$ cat src/sv/fbnpm_pkg.sv
// ----------------------------------------------------------------------------
// File block node path mapper: shared package
// Tree geometry constants, derived widths, the zone code and the request,
// response and inter-stage payload types.
// ----------------------------------------------------------------------------
package fbnpm_pkg;

	// Tree geometry.
	localparam int unsigned INODE_DIRECT_SLOTS   = 923;
	localparam int unsigned POINTERS_PER_NODE    = 1018;
	localparam int unsigned XATTR_RESERVED_SLOTS = 50;

	localparam longint unsigned PER_L  = longint'(POINTERS_PER_NODE);
	localparam longint unsigned PER2_L = PER_L * PER_L;
	localparam longint unsigned PER3_L = PER2_L * PER_L;

	// Field widths.
	localparam int IDX_W   = 32;
	localparam int DEPTH_W = 2;
	localparam int SLOT_W  = 10;

	// Widths of the values inside the datapath.
	localparam int Q_W   = $clog2(PER_L);   // one slot inside a node
	localparam int MID_W = $clog2(PER2_L);  // offset inside a second-level subtree
	localparam int R_W   = $clog2(PER3_L);  // offset inside the largest zone

	// Zone that a block index falls into.
	typedef enum logic [2:0] {
		ZONE_INODE,
		ZONE_DNODE1,
		ZONE_DNODE2,
		ZONE_IND1,
		ZONE_IND2,
		ZONE_DIND,
		ZONE_NONE
	} zone_t;

	typedef struct packed {
		logic [IDX_W-1:0] block_index;
		logic             inline_xattr;
	} req_t;

	typedef struct packed {
		logic [DEPTH_W-1:0] depth;
		logic               out_of_range;
		logic [SLOT_W-1:0]  first_slot;
		logic [SLOT_W-1:0]  second_slot;
		logic [SLOT_W-1:0]  third_slot;
		logic [SLOT_W-1:0]  fourth_slot;
	} rsp_t;

	// Classifier result: zone, first slot and offset within the zone.
	typedef struct packed {
		zone_t             zone;
		logic [SLOT_W-1:0] first_slot;
		logic [R_W-1:0]    r;
	} cls_t;

	// After the division by the square of the node size.
	typedef struct packed {
		zone_t             zone;
		logic [SLOT_W-1:0] first_slot;
		logic [Q_W-1:0]    q1;
		logic [MID_W-1:0]  mid;
	} dv1_t;

	// After the division by the node size.
	typedef struct packed {
		zone_t             zone;
		logic [SLOT_W-1:0] first_slot;
		logic [Q_W-1:0]    q1;
		logic [Q_W-1:0]    q2;
		logic [Q_W-1:0]    rem;
	} dv2_t;

endpackage

$ cat src/sv/file_block_node_path_mapper.sv
// ----------------------------------------------------------------------------
// File block node path mapper
// Maps a logical file block number onto its path through a multilevel inode
// pointer tree: depth, the inode or node id slot, and the slot per level.
// ----------------------------------------------------------------------------
//
//   Channel | Handshake            | Payload
//   --------+----------------------+---------------------------------------
//   request | req_valid, req_stall | req: block_index, inline_xattr
//   result  | rsp_valid, rsp_stall | rsp: depth, out_of_range, four slots
//
// A new request is taken every cycle while req_stall is low. The nine register stages
// are the zone compare, the zone base subtraction, three stages of the divider by the
// squared node size, three of the divider by the node size, and the output register.
// Reset clears only the stage valid bits. Each stage holds its item while the stage
// after it is full and stalled; empty stages keep filling, so req_stall rises only
// once every stage holds a request.
//
module file_block_node_path_mapper
	import fbnpm_pkg::*;
(
	input  logic clk,
	input  logic arst_n,
	input  logic req_valid,
	output logic req_stall,
	input  req_t req,
	output logic rsp_valid,
	input  logic rsp_stall,
	output rsp_t rsp
);

	logic cls_valid;
	logic cls_stall;
	cls_t cls_data;
	logic dv1_valid;
	logic dv1_stall;
	dv1_t dv1_data;
	logic dv2_valid;
	logic dv2_stall;
	dv2_t dv2_data;
	logic v_s9;
	logic ld_s9;
	rsp_t rsp_s9;
	rsp_t rsp_in;

	// Zone compare and offset inside the zone.
	fbnpm_classify u_classify (
		.clk      (clk),
		.arst_n   (arst_n),
		.up_valid (req_valid),
		.up_stall (req_stall),
		.up_data  (req),
		.dn_valid (cls_valid),
		.dn_stall (cls_stall),
		.dn_data  (cls_data)
	);

	// The offset splits into the slot of the first child node and the rest.
	fbnpm_div_sq u_div_sq (
		.clk      (clk),
		.arst_n   (arst_n),
		.up_valid (cls_valid),
		.up_stall (cls_stall),
		.up_data  (cls_data),
		.dn_valid (dv1_valid),
		.dn_stall (dv1_stall),
		.dn_data  (dv1_data)
	);

	// The rest splits into the slots of the two lower levels.
	fbnpm_div_node u_div_node (
		.clk      (clk),
		.arst_n   (arst_n),
		.up_valid (dv1_valid),
		.up_stall (dv1_stall),
		.up_data  (dv1_data),
		.dn_valid (dv2_valid),
		.dn_stall (dv2_stall),
		.dn_data  (dv2_data)
	);

	assign ld_s9     = !v_s9 || !rsp_stall;
	assign dv2_stall = !ld_s9;

	// Place the quotients by depth. Shallower zones pass through the dividers
	// with leading quotients of zero, so the low slots line up naturally.
	always_comb begin
		rsp_in              = '0;
		rsp_in.first_slot   = dv2_data.first_slot;
		case (dv2_data.zone)
			ZONE_INODE: begin
				rsp_in.depth = DEPTH_W'(0);
			end
			ZONE_DNODE1, ZONE_DNODE2: begin
				rsp_in.depth       = DEPTH_W'(1);
				rsp_in.second_slot = SLOT_W'(dv2_data.rem);
			end
			ZONE_IND1, ZONE_IND2: begin
				rsp_in.depth       = DEPTH_W'(2);
				rsp_in.second_slot = SLOT_W'(dv2_data.q2);
				rsp_in.third_slot  = SLOT_W'(dv2_data.rem);
			end
			ZONE_DIND: begin
				rsp_in.depth       = DEPTH_W'(3);
				rsp_in.second_slot = SLOT_W'(dv2_data.q1);
				rsp_in.third_slot  = SLOT_W'(dv2_data.q2);
				rsp_in.fourth_slot = SLOT_W'(dv2_data.rem);
			end
			default: begin
				// Beyond the tree: only the flag is set.
				rsp_in.first_slot   = '0;
				rsp_in.out_of_range = 1'b1;
			end
		endcase
	end

	always_ff @(posedge clk or negedge arst_n) begin
		if (!arst_n) begin
			v_s9 <= 1'b0;
		end else if (ld_s9) begin
			v_s9 <= dv2_valid;
		end
	end

	always_ff @(posedge clk) begin
		if (ld_s9 && dv2_valid) begin
			rsp_s9 <= rsp_in;
		end
	end

	assign rsp_valid = v_s9;
	assign rsp       = rsp_s9;

`ifndef ASSERT_OFF
	// Backpressure reaches the request side only when the result is held.
	a_stall_only_when_full: assert property (@(posedge clk) disable iff (!arst_n)
		req_stall |-> (rsp_valid && rsp_stall))
		else $error("request stalled while the result side is free");

	// An out-of-range result carries no path.
	a_oor_clean: assert property (@(posedge clk) disable iff (!arst_n)
		(rsp_valid && rsp.out_of_range) |->
		(rsp.depth == '0 && rsp.first_slot == '0 && rsp.second_slot == '0 &&
		 rsp.third_slot == '0 && rsp.fourth_slot == '0))
		else $error("out-of-range result with nonzero fields");

	// Slots below the depth read zero.
	a_direct_clean: assert property (@(posedge clk) disable iff (!arst_n)
		(rsp_valid && rsp.depth == DEPTH_W'(0)) |->
		(rsp.second_slot == '0 && rsp.third_slot == '0 && rsp.fourth_slot == '0))
		else $error("direct result with child slots");

	a_lower_clean: assert property (@(posedge clk) disable iff (!arst_n)
		(rsp_valid && rsp.depth != DEPTH_W'(3)) |-> (rsp.fourth_slot == '0))
		else $error("fourth slot set below the double-indirect depth");

	// The dividers keep every slot below the node size.
	a_slot_range: assert property (@(posedge clk) disable iff (!arst_n)
		rsp_valid |-> (rsp.second_slot < SLOT_W'(PER_L) &&
		rsp.third_slot < SLOT_W'(PER_L) && rsp.fourth_slot < SLOT_W'(PER_L)))
		else $error("slot beyond the node size");
`endif

endmodule

$ cat src/sv/fbnpm_classify.sv
// ----------------------------------------------------------------------------
// File block node path mapper: zone classifier
// Two stages: compare the index against the zone bounds, then subtract the
// zone base to get the offset inside the zone.
// ----------------------------------------------------------------------------
module fbnpm_classify
	import fbnpm_pkg::*;
(
	input  logic clk,
	input  logic arst_n,
	input  logic up_valid,
	output logic up_stall,
	input  req_t up_data,
	output logic dn_valid,
	input  logic dn_stall,
	output cls_t dn_data
);

	localparam int CMP_W = 34;

	localparam logic [CMP_W-1:0] DIR_FULL = CMP_W'(INODE_DIRECT_SLOTS);
	localparam logic [CMP_W-1:0] DIR_XA   =
		CMP_W'(INODE_DIRECT_SLOTS - XATTR_RESERVED_SLOTS);

	// Zone starts relative to the end of the direct area.
	localparam logic [CMP_W-1:0] OFS_DN2 = CMP_W'(PER_L);
	localparam logic [CMP_W-1:0] OFS_IN1 = CMP_W'(2 * PER_L);
	localparam logic [CMP_W-1:0] OFS_IN2 = CMP_W'(2 * PER_L + PER2_L);
	localparam logic [CMP_W-1:0] OFS_DIN = CMP_W'(2 * PER_L + 2 * PER2_L);
	localparam logic [CMP_W-1:0] OFS_END = CMP_W'(2 * PER_L + 2 * PER2_L + PER3_L);

	logic             v_s1;
	zone_t            zone_s1;
	logic [IDX_W-1:0] idx_s1;
	logic             xa_s1;
	logic             v_s2;
	cls_t             cls_s2;
	logic             ld_s1;
	logic             ld_s2;
	logic [CMP_W-1:0] dir_in;
	logic [CMP_W-1:0] idx_in;
	zone_t            zone_in;
	logic [CMP_W-1:0] dir_s1;
	logic [CMP_W-1:0] base_s1;
	logic [CMP_W-1:0] diff_s1;
	cls_t             cls_in;

	assign ld_s2    = !v_s2 || !dn_stall;
	assign ld_s1    = !v_s1 || ld_s2;
	assign up_stall = !ld_s1;

	// Stage 1: zone compare.
	always_comb begin
		dir_in = up_data.inline_xattr ? DIR_XA : DIR_FULL;
		idx_in = CMP_W'(up_data.block_index);
		if (idx_in < dir_in) begin
			zone_in = ZONE_INODE;
		end else if (idx_in < dir_in + OFS_DN2) begin
			zone_in = ZONE_DNODE1;
		end else if (idx_in < dir_in + OFS_IN1) begin
			zone_in = ZONE_DNODE2;
		end else if (idx_in < dir_in + OFS_IN2) begin
			zone_in = ZONE_IND1;
		end else if (idx_in < dir_in + OFS_DIN) begin
			zone_in = ZONE_IND2;
		end else if (idx_in < dir_in + OFS_END) begin
			zone_in = ZONE_DIND;
		end else begin
			zone_in = ZONE_NONE;
		end
	end

	// Stage 2: offset inside the zone and the first slot.
	always_comb begin
		dir_s1 = xa_s1 ? DIR_XA : DIR_FULL;
		case (zone_s1)
			ZONE_DNODE1: base_s1 = dir_s1;
			ZONE_DNODE2: base_s1 = dir_s1 + OFS_DN2;
			ZONE_IND1:   base_s1 = dir_s1 + OFS_IN1;
			ZONE_IND2:   base_s1 = dir_s1 + OFS_IN2;
			ZONE_DIND:   base_s1 = dir_s1 + OFS_DIN;
			default:     base_s1 = '0;
		endcase
		diff_s1 = CMP_W'(idx_s1) - base_s1;

		cls_in.zone = zone_s1;
		cls_in.r    = diff_s1[R_W-1:0];
		case (zone_s1)
			ZONE_INODE: begin
				cls_in.first_slot = idx_s1[SLOT_W-1:0];
				cls_in.r          = '0;
			end
			ZONE_DNODE1: cls_in.first_slot = SLOT_W'(INODE_DIRECT_SLOTS + 1);
			ZONE_DNODE2: cls_in.first_slot = SLOT_W'(INODE_DIRECT_SLOTS + 2);
			ZONE_IND1:   cls_in.first_slot = SLOT_W'(INODE_DIRECT_SLOTS + 3);
			ZONE_IND2:   cls_in.first_slot = SLOT_W'(INODE_DIRECT_SLOTS + 4);
			ZONE_DIND:   cls_in.first_slot = SLOT_W'(INODE_DIRECT_SLOTS + 5);
			default: begin
				cls_in.first_slot = '0;
				cls_in.r          = '0;
			end
		endcase
	end

	always_ff @(posedge clk or negedge arst_n) begin
		if (!arst_n) begin
			v_s1 <= 1'b0;
			v_s2 <= 1'b0;
		end else begin
			if (ld_s1) begin
				v_s1 <= up_valid;
			end
			if (ld_s2) begin
				v_s2 <= v_s1;
			end
		end
	end

	always_ff @(posedge clk) begin
		if (ld_s1 && up_valid) begin
			zone_s1 <= zone_in;
			idx_s1  <= up_data.block_index;
			xa_s1   <= up_data.inline_xattr;
		end
		if (ld_s2 && v_s1) begin
			cls_s2 <= cls_in;
		end
	end

	assign dn_valid = v_s2;
	assign dn_data  = cls_s2;

endmodule

$ cat src/sv/fbnpm_div_sq.sv
// ----------------------------------------------------------------------------
// File block node path mapper: divider by the squared node size
// Three stages: reciprocal multiply, back multiply, remainder correction.
// ----------------------------------------------------------------------------
module fbnpm_div_sq
	import fbnpm_pkg::*;
(
	input  logic clk,
	input  logic arst_n,
	input  logic up_valid,
	output logic up_stall,
	input  cls_t up_data,
	output logic dn_valid,
	input  logic dn_stall,
	output dv1_t dn_data
);

	// The estimate floor(x * RECIP / 2^R_W) is the quotient or one below it.
	localparam longint unsigned RECIP = (64'd1 << R_W) / PER2_L;
	localparam int RC_W = $clog2(RECIP + 1);
	localparam int P_W  = R_W + RC_W;

	logic              v_s3;
	logic              v_s4;
	logic              v_s5;
	logic              ld_s3;
	logic              ld_s4;
	logic              ld_s5;
	zone_t             zone_s3;
	zone_t             zone_s4;
	logic [SLOT_W-1:0] first_s3;
	logic [SLOT_W-1:0] first_s4;
	logic [R_W-1:0]    x_s3;
	logic [R_W-1:0]    x_s4;
	logic [Q_W-1:0]    qe_s3;
	logic [Q_W-1:0]    qe_s4;
	logic [R_W-1:0]    qd_s4;
	dv1_t              out_s5;
	logic [P_W-1:0]    prod;
	logic [P_W-1:0]    prod_sh;
	logic [R_W-1:0]    rem;
	dv1_t              out_in;

	assign ld_s5    = !v_s5 || !dn_stall;
	assign ld_s4    = !v_s4 || ld_s5;
	assign ld_s3    = !v_s3 || ld_s4;
	assign up_stall = !ld_s3;

	always_comb begin
		prod    = P_W'(up_data.r) * P_W'(RECIP);
		prod_sh = prod >> R_W;
	end

	always_comb begin
		rem            = x_s4 - qd_s4;
		out_in.zone       = zone_s4;
		out_in.first_slot = first_s4;
		if (rem >= R_W'(PER2_L)) begin
			out_in.q1  = qe_s4 + Q_W'(1);
			out_in.mid = MID_W'(rem - R_W'(PER2_L));
		end else begin
			out_in.q1  = qe_s4;
			out_in.mid = rem[MID_W-1:0];
		end
	end

	always_ff @(posedge clk or negedge arst_n) begin
		if (!arst_n) begin
			v_s3 <= 1'b0;
			v_s4 <= 1'b0;
			v_s5 <= 1'b0;
		end else begin
			if (ld_s3) begin
				v_s3 <= up_valid;
			end
			if (ld_s4) begin
				v_s4 <= v_s3;
			end
			if (ld_s5) begin
				v_s5 <= v_s4;
			end
		end
	end

	always_ff @(posedge clk) begin
		if (ld_s3 && up_valid) begin
			zone_s3  <= up_data.zone;
			first_s3 <= up_data.first_slot;
			x_s3     <= up_data.r;
			qe_s3    <= prod_sh[Q_W-1:0];
		end
		if (ld_s4 && v_s3) begin
			zone_s4  <= zone_s3;
			first_s4 <= first_s3;
			x_s4     <= x_s3;
			qe_s4    <= qe_s3;
			qd_s4    <= R_W'(qe_s3) * R_W'(PER2_L);
		end
		if (ld_s5 && v_s4) begin
			out_s5 <= out_in;
		end
	end

	assign dn_valid = v_s5;
	assign dn_data  = out_s5;

endmodule

$ cat src/sv/fbnpm_div_node.sv
// ----------------------------------------------------------------------------
// File block node path mapper: divider by the node size
// Three stages: reciprocal multiply, back multiply, remainder correction.
// ----------------------------------------------------------------------------
module fbnpm_div_node
	import fbnpm_pkg::*;
(
	input  logic clk,
	input  logic arst_n,
	input  logic up_valid,
	output logic up_stall,
	input  dv1_t up_data,
	output logic dn_valid,
	input  logic dn_stall,
	output dv2_t dn_data
);

	// The estimate floor(x * RECIP / 2^MID_W) is the quotient or one below it.
	localparam longint unsigned RECIP = (64'd1 << MID_W) / PER_L;
	localparam int RC_W = $clog2(RECIP + 1);
	localparam int P_W  = MID_W + RC_W;

	logic              v_s6;
	logic              v_s7;
	logic              v_s8;
	logic              ld_s6;
	logic              ld_s7;
	logic              ld_s8;
	zone_t             zone_s6;
	zone_t             zone_s7;
	logic [SLOT_W-1:0] first_s6;
	logic [SLOT_W-1:0] first_s7;
	logic [Q_W-1:0]    q1_s6;
	logic [Q_W-1:0]    q1_s7;
	logic [MID_W-1:0]  x_s6;
	logic [MID_W-1:0]  x_s7;
	logic [Q_W-1:0]    qe_s6;
	logic [Q_W-1:0]    qe_s7;
	logic [MID_W-1:0]  qd_s7;
	dv2_t              out_s8;
	logic [P_W-1:0]    prod;
	logic [P_W-1:0]    prod_sh;
	logic [MID_W-1:0]  rem;
	dv2_t              out_in;

	assign ld_s8    = !v_s8 || !dn_stall;
	assign ld_s7    = !v_s7 || ld_s8;
	assign ld_s6    = !v_s6 || ld_s7;
	assign up_stall = !ld_s6;

	always_comb begin
		prod    = P_W'(up_data.mid) * P_W'(RECIP);
		prod_sh = prod >> MID_W;
	end

	always_comb begin
		rem               = x_s7 - qd_s7;
		out_in.zone       = zone_s7;
		out_in.first_slot = first_s7;
		out_in.q1         = q1_s7;
		if (rem >= MID_W'(PER_L)) begin
			out_in.q2  = qe_s7 + Q_W'(1);
			out_in.rem = Q_W'(rem - MID_W'(PER_L));
		end else begin
			out_in.q2  = qe_s7;
			out_in.rem = rem[Q_W-1:0];
		end
	end

	always_ff @(posedge clk or negedge arst_n) begin
		if (!arst_n) begin
			v_s6 <= 1'b0;
			v_s7 <= 1'b0;
			v_s8 <= 1'b0;
		end else begin
			if (ld_s6) begin
				v_s6 <= up_valid;
			end
			if (ld_s7) begin
				v_s7 <= v_s6;
			end
			if (ld_s8) begin
				v_s8 <= v_s7;
			end
		end
	end

	always_ff @(posedge clk) begin
		if (ld_s6 && up_valid) begin
			zone_s6  <= up_data.zone;
			first_s6 <= up_data.first_slot;
			q1_s6    <= up_data.q1;
			x_s6     <= up_data.mid;
			qe_s6    <= prod_sh[Q_W-1:0];
		end
		if (ld_s7 && v_s6) begin
			zone_s7  <= zone_s6;
			first_s7 <= first_s6;
			q1_s7    <= q1_s6;
			x_s7     <= x_s6;
			qe_s7    <= qe_s6;
			qd_s7    <= MID_W'(qe_s6) * MID_W'(PER_L);
		end
		if (ld_s8 && v_s7) begin
			out_s8 <= out_in;
		end
	end

	assign dn_valid = v_s8;
	assign dn_data  = out_s8;

endmodule

$ cat config.mk
export PLATFORM = sky130hd
export DESIGN_NAME = file_block_node_path_mapper
export DESIGN_NICKNAME = d
export VERILOG_FILES = /design/src/sv/fbnpm_pkg.sv /design/src/sv/file_block_node_path_mapper.sv /design/src/sv/fbnpm_classify.sv /design/src/sv/fbnpm_div_sq.sv /design/src/sv/fbnpm_div_node.sv
export SDC_FILE = /design/constraint.sdc
export NUM_CORES = 1
export LEC_CHECK = 0
export ABC_CLOCK_PERIOD_IN_PS = 14600
export BUFFER_PORTS_ARGS = -buffer_cell sky130_fd_sc_hd__buf_2
export CELL_PAD_IN_SITES_DETAIL_PLACEMENT = 0
export CELL_PAD_IN_SITES_GLOBAL_PLACEMENT = 1
export CORE_MARGIN = 2
export CORE_UTILIZATION = 40
export DETAILED_ROUTE_END_ITERATION = 7
export GPL_ROUTABILITY_DRIVEN = 0
export PLACE_DENSITY = 0.67
export SLEW_MARGIN = 20
export SYNTH_ARGS = -nofsm -noshare
export SYNTH_HDL_FRONTEND = slang
export SYNTH_SLANG_ARGS = --single-unit
$ cat constraint.sdc
create_clock -name clk -period 14.6 [get_ports clk]
set_clock_uncertainty 0.05 [all_clocks]
set_input_delay 1.46 -clock clk [delete_from_list [all_inputs] [get_ports clk]]
set_output_delay 1.46 -clock clk [all_outputs]
set_load 0.005 [all_outputs]
==> metrics.md, run 1 <==
| Metric | Value |
|---|---|
| Status | `finished, final reports clean` |
| Critical Path RT | `14.90 ns` |
| DR top layer | `met4` |
| Post-Synthesis Cells | `2,430` |
| # rows | `99` |
| Async S/R FF share, synth | `1.92%` |
| Area grow syn2layout | `11.2%` |
| Grt ovf | `0` |
| Die Area | `75,300 sq um` |
| Worst slew pin tran | `0.984 ns` |
| DR vias | `17,585` |
| DR pass1 iterations | `5` |
| FF/Latch Area | `14,000 sq um` |
| Pre-CTS setup slack | `9.24 ns` |
| Cell variety after synth | `91` |
| WP data arrival | `5.69 ns` |
| Inst Count DP | `3,452` |
| Metal-1 WL | `25,800 microns` |
| Worst Path Class, Setup | `register to register` |
| Die Y | `274 microns` |
| Total CTS buffers | `50` |
| Vias per inst | `4.96` |
| Routed WL per cell | `15.6 microns` |
| Final Critical Period | `5.38 ns` |
| Total negative slack | `0 ns` |
| Maximum clock path buffer count | `3` |
| All-Layer GR Usage | `14.7%` |
| Remaining DRCs | `0` |
| Initial antenna violation count | `0` |
| Vias in the first global route | `17,331` |
| Syn Std Cell Area | `29,200 sq um` |
| RSZ-0062 raised after global routing | `false` |
| Period utilization | `36.9%` |
| Placed wire-length estimate | `43,300 microns` |
| Hold-fix buffers, CTS | `0` |
| Total Wirelength | `55,100 microns` |
| Ant diodes | `0` |
| Top cell type by total area after synthesis | `edfxtp_1` |
| Final Hold Fails | `0` |
| Core area | `72,700 sq um` |
| R2r setup slk | `9.22 ns` |
| Setup Fix Bufs, Post-CTS | `0` |
| Post-synthesis sequential area ratio | `48.0%` |
| Max Clk Rate | `186 MHz` |
| Post-synth EDFFs | `460` |
| WL met3 | `1880 microns` |
| Yosys reg bits | `469` |
| Slew Limit Fails | `0` |
| Top FF cell, synth | `edfxtp_1` |
| Headroom to the max-slew limit | `34.4%` |
| Avg Cell Area, Syn | `12.0 sq um` |
| Critical R2R Launch | `u_div_node.qe_s6[2]` |
| Clock latency at the later pin of the worst-skew pair | `0.61 ns` |
| Most frequent cell after synthesis | `edfxtp_1` |
| CTS sink cnt | `469` |
| Layout cell share with drive strength beyond 1 | `9.02%` |
| Syn_nets | `2,951` |
| Synth Warn # | `0` |
| Starting Density | `40.2%` |
| Port-buffer cells | `81` |
| Final net count | `3,066` |
| CTS tree | `yes` |
| Fillers | `6,695` |
| CP Launch Type | `register` |
| First-pass GRT wire length | `89,300 microns` |
| Post-route ant nets | `0` |
| Hold Crit Start | `u_classify.dn_data[37]` |
| Number of I/O pins | `82` |
| Top cells by area, synth | `edfxtp_1 47%, ha_1 16%, fa_1 7.3%` |
| Synth top area share | `47.3%` |
| Die X | `274 microns` |
| H-tree levels | `2` |
| Setup violations, final | `0` |
| Worst Slack Setup Final | `9.22 ns` |
| Clock Tree Root | `clkbuf_16` |
| Clock-pin slew on the worst setup and hold paths | `0.06 ns` |
| Max-cap violations | `0` |
| Non-Filler Instances | `3,542` |
| HP Class | `register to register` |
| Synth cell count leaders | `460 x edfxtp_1, 391 x inv_1, 377 x ha_1` |
| Wire length on met2 | `26,600 microns` |
| Cts repair resizes | `0` |
| Worst Path Max Fanout | `6` |
| DRT iter0 DRCs | `902` |
| Largest net degree at the start of global routing | `75` |
| Setup crit end kind | `register` |
| CP startpoint | `u_div_node.qe_s6[2]` |
| Final core utilization | `44.7%` |
| Multi-input gate area | `13,600 sq um` |
final cells by class:
cell class / count / share of cell area, %
flip-flops and latches: 469 / 43.2
clock inverters: 31 / 1.25
clock buffers: 59 / 3.95
inverters: 392 / 4.53
multi-input cells: 1542 / 41.9
well taps: 959 / 3.69
repair buffers: 90 / 1.45
metrics by stage:
stage	hold slack [ns]	area [sq um]
6_report	0.349	32500
5_1_grt	0.357	32500
4_1_cts	0.335	32500
3_5_place_dp	0.355	30800
3_3_place_gp	0.352	30800
2_1_floorplan	0.350	29200
cells in the final DEF, fill, tap and decap left out, drive strengths merged, types with 20 or more instances in the layout:
cell type    n
nand2b      30
nand2      101
nand3       40
a211oi      22
nor2       133
clkbuf      59
a21o        38
o21ai       79
a21oi      107
fa         107
buf         90
nor3        44
inv        394
and3        21
nand4       21
xor2        60
nor2b       21
and2        27
ha         377
clkinv      20
xnor2       75
edfxtp     460
state kept, by name (all words and copies together), names as in the netlist, 10 cells and up:
name	cells
u_div_sq.x_s3	30
u_div_node.x_s6	20
u_div_node.first_s6	10
u_div_node.qd_s7	17
u_div_sq.dn_data	43
u_classify.dn_data	43
u_div_sq.first_s3	10
u_div_sq.qe_s3	10
u_div_sq.first_s4	10
u_div_sq.x_s4	30
u_div_node.dn_data	43
u_div_sq.qd_s4	25
u_div_node.qe_s7	10
u_div_node.q1_s6	10
rsp	43
u_div_node.x_s7	20
u_div_sq.qe_s4	10
u_div_node.qe_s6	10
u_div_node.first_s7	10
u_div_node.q1_s7	10
u_classify.idx_s1	30
path summary, 6_finish.rpt:
path / end / depth (start not counted)
min in group asynchronous: u_div_sq.v_s3 / 1
worst min register to register: u_div_sq.first_s3[7] / 0
worst max register to register: u_div_node.qd_s7[19] / 17
worst min-delay path: u_div_sq.first_s3[7] / 0
max in group asynchronous: u_classify.v_s1 / 1
worst max-delay path: u_div_node.qd_s7[19] / 17
worst max-delay path, stage by stage, from the launching register on:
cell       delay [ns]
edfxtp_1         0.52
fa_1             0.51
fa_1             0.56
inv_1            0.05
fa_1             0.47
fa_1             0.55
inv_1            0.04
ha_1             0.33
a21oi_1          0.23
o21ai_0          0.12
a21oi_1          0.22
o21ai_0          0.11
a21oi_1          0.24
o21bai_1         0.12
a2111oi_0        0.59
o31ai_1          0.15
a21oi_1          0.20
xnor2_1          0.08
cell families after synthesis:
| family | Yosys count | share of synthesized area (%) |
|---|---|---|
| DFF | 469 | 48.0 |
| adders and majority gates | 484 | 23.5 |
| buffers and inverters | 419 | 5.50 |
| xor gates and xnor gates | 135 | 4.07 |
| AOI/OAI and AO/OA | 383 | 8.70 |
| and+or+nand+nor | 513 | 9.28 |
| muxes | 27 | 0.972 |
routing by layer:
layer  track usage, %  vias to the layer above
met5                0                        -
met4             3.05                        0
met3             2.17                       59
met2             25.1                      234
met1             19.8                     8459
li1                 -                     8833
Power of run 1 is left out: the tool's default activity adds up to more than one toggle a clock period on the data nets, which glitch-free logic cannot reach.
==> run 2: changes to the inputs <==
--- a/config.mk
+++ b/config.mk
@@ -5,7 +5,7 @@
 export SDC_FILE = /design/constraint.sdc
 export NUM_CORES = 1
 export LEC_CHECK = 0
-export ABC_CLOCK_PERIOD_IN_PS = 14600
+export ABC_CLOCK_PERIOD_IN_PS = 4600
 export BUFFER_PORTS_ARGS = -buffer_cell sky130_fd_sc_hd__buf_2
 export CELL_PAD_IN_SITES_DETAIL_PLACEMENT = 0
 export CELL_PAD_IN_SITES_GLOBAL_PLACEMENT = 1
@@ -13,7 +13,7 @@
 export CORE_UTILIZATION = 40
 export DETAILED_ROUTE_END_ITERATION = 7
 export GPL_ROUTABILITY_DRIVEN = 0
-export PLACE_DENSITY = 0.67
+export PLACE_DENSITY = 0.69
 export SLEW_MARGIN = 20
 export SYNTH_ARGS = -nofsm -noshare
 export SYNTH_HDL_FRONTEND = slang
==> constraint.sdc (replaced) <==
create_clock -name clk -period 4.6 [get_ports clk]
set_clock_uncertainty 0.05 [all_clocks]
set_input_delay 0.46 -clock clk [delete_from_list [all_inputs] [get_ports clk]]
set_output_delay 0.46 -clock clk [all_outputs]
set_load 0.005 [all_outputs]
==> metrics.md, run 2 (synthesis gave the netlist of run 1 again) <==
| Metric | Value |
|---|---|
| Highest-count cells in the layout ignoring fill and taps | `460 x edfxtp_1, 383 x inv_1, 363 x ha_1` |
| Status | `finished, violations left` |
| Starting Density | `40.2% (unchanged)` |
| Ant diodes | `0 (unchanged)` |
| # rows | `99 (unchanged)` |
| Area grow syn2layout | `15.1%` |
| Remaining DRCs | `0 (unchanged)` |
| Maximum clock path buffer count | `3 (unchanged)` |
| Grt ovf | `0 (unchanged)` |
| Layout cell share with drive strength beyond 1 | `14.4% (+5.4 points)` |
| Final net count | `3,171 (+3.4%)` |
| Setup violations, final | `3 (+3)` |
| Setup crit end kind | `register` |
| DRT iter0 DRCs | `876 (-2.9%)` |
| Worst Path Class, Setup | `register to register` |
| Critical R2R Launch | `u_div_node.qe_s6[2]` |
| CP startpoint | `u_div_node.qe_s6[2]` |
| Worst Slack Setup Final | `-0.0772 ns (-9.29 ns)` |
| Initial antenna violation count | `0 (unchanged)` |
| Vias in the first global route | `18,067 (+4.2%)` |
| CP Launch Type | `register` |
| Worst Path Max Fanout | `3 (-3)` |
| Failing checks | `setup timing` |
| RSZ-0062 raised after global routing | `true` |
| Period utilization | `102% (+65 points)` |
| Die Y | `274 microns (unchanged)` |
| DR pass1 iterations | `5 (unchanged)` |
| Total negative slack | `-0.176 ns (-0.176 ns)` |
| Vias per inst | `4.97 (+0.12%)` |
| R2R depth | `19 (+2)` |
| Final Critical Period | `4.68 ns (-0.706 ns)` |
| Total Wirelength | `56,300 microns (+2.2%)` |
| Critical Path RT | `4.92 ns (-9.98 ns)` |
| Die X | `274 microns (unchanged)` |
| Hold WS | `0.0347 ns (-0.314 ns)` |
| Total CTS buffers | `48 (-4.0%)` |
| Slew Limit Fails | `0 (unchanged)` |
| Die Area | `75,300 sq um (unchanged)` |
| Max-cap violations | `0 (unchanged)` |
| Clock-pin slew on the worst setup and hold paths | `0.07 ns (about the same)` |
| HP Class | `input port to register` |
| WP data arrival | `4.99 ns (-0.70 ns)` |
| Port-buffer cells | `81 (unchanged)` |
| CTS tree | `yes` |
| Core area | `72,700 sq um (unchanged)` |
| Max Clk Rate | `214 MHz (+15%)` |
| All-Layer GR Usage | `15.0% (+0.29 points)` |
| Placed wire-length estimate | `44,200 microns (+2.1%)` |
| Clock latency at the later pin of the worst-skew pair | `0.60 ns (about the same)` |
| CP endpoint | `u_div_node.qd_s7[19]` |
| Clock Tree Root | `clkbuf_16` |
| Commonest non-fill, non-tap cell in the layout | `edfxtp_1` |
| First-pass GRT wire length | `91,600 microns (+2.6%)` |
| Headroom to the max-slew limit | `32.7% (-1.7 points)` |
| Pre-CTS setup slack | `-0.206 ns (-9.45 ns)` |
| Worst slew pin tran | `1.01 ns (+0.0251 ns)` |
| Final Hold Fails | `0 (unchanged)` |
| DR vias | `18,133 (+3.1%)` |
| Number of I/O pins | `82 (unchanged)` |
| Largest net degree at the start of global routing | `71 (-5.3%)` |
| R2r setup slk | `-0.08 ns (-9.29 ns)` |
| H-tree levels | `2 (unchanged)` |
| CTS sink cnt | `469 (unchanged)` |
| Routed WL per cell | `15.4 microns (-0.74%)` |
| Reg2Reg Capture Point | `u_div_node.qd_s7[19]` |
| Post-route ant nets | `0 (unchanged)` |
run 2: changes by cell type in the layout (fill, tap and decap cells not counted), sizes merged:
cell / previous run / this run
buf: 90 / 194
clkinv: 20 / 17
dlygate4sd3: 0 / 3
clkbuf: 59 / 61
clkinvlp: 2 / 4
inv: 394 / 392
run 2: worst max-delay path, stage by stage (launching register included):
cell and delay [ns]:
edfxtp_1 0.48, fa_1 0.57, inv_1 0.07, fa_1 0.51, inv_2 0.04, fa_1 0.52
inv_1 0.05, fa_1 0.49, inv_2 0.05, ha_4 0.22, inv_2 0.04, o21ai_1 0.06
a21oi_1 0.20, o21ai_1 0.11, a21oi_2 0.17, o21bai_2 0.10, a2111oi_4 0.32, o31ai_1 0.12
a21oi_1 0.16, xnor2_1 0.09
run 2: layout make-up:
| class | instances | area (sq um) |
|---|---|---|
| fill | 6577 | 39100 |
| sequential | 469 | 14000 |
| multi-input combinational | 1542 | 13900 |
| inverter | 392 | 1470 |
| timing repair buffer | 197 | 1300 |
| clock buffer | 61 | 1290 |
| tap | 959 | 1200 |
| clock inverter | 28 | 394 |
run 2: worst min path at each step:
stage,start,cells after the start,to
floorplan,arst_n,0,rsp_valid
global placement,arst_n,1,u_div_node.dn_valid
detailed placement,arst_n,1,u_div_node.dn_valid
CTS,req_valid,2,u_classify.v_s1
global route,req[24],1,u_classify.idx_s1[23]
finish,req_valid,2,u_classify.v_s1
run 2: metrics by stage:
step                      utilization (%)  area (sq um)  cells
after CTS                            45.9         33400   3637
after global routing                 46.3         33600   3648
final                                46.3         33600   3648
after detailed placement             43.4         31600   3538
after floorplan                         -         29300   2430
after global placement               43.4         31600   3538
run 2: what timing repair did:
| item | 4_1_cts | 5_1_grt |
|---|---|---|
| pin swaps | 9 | 20 |
| endpoints found under the setup margin | 11 | 16 |
| hold buffers | 3 | 0 |
| setup buffers | 7 | 11 |
| endpoints found under the hold margin | 11 | 0 |
| gates resized for setup | 13 | 32 |
run 2: metal layers:
metal,GRT usage (%),share of wire [%]
met1,19.8,46
met2,26.2,50
met3,1.90,2.7
met4,3.48,1.8
met5,0,0
Power of run 2 is left out for the same reason.
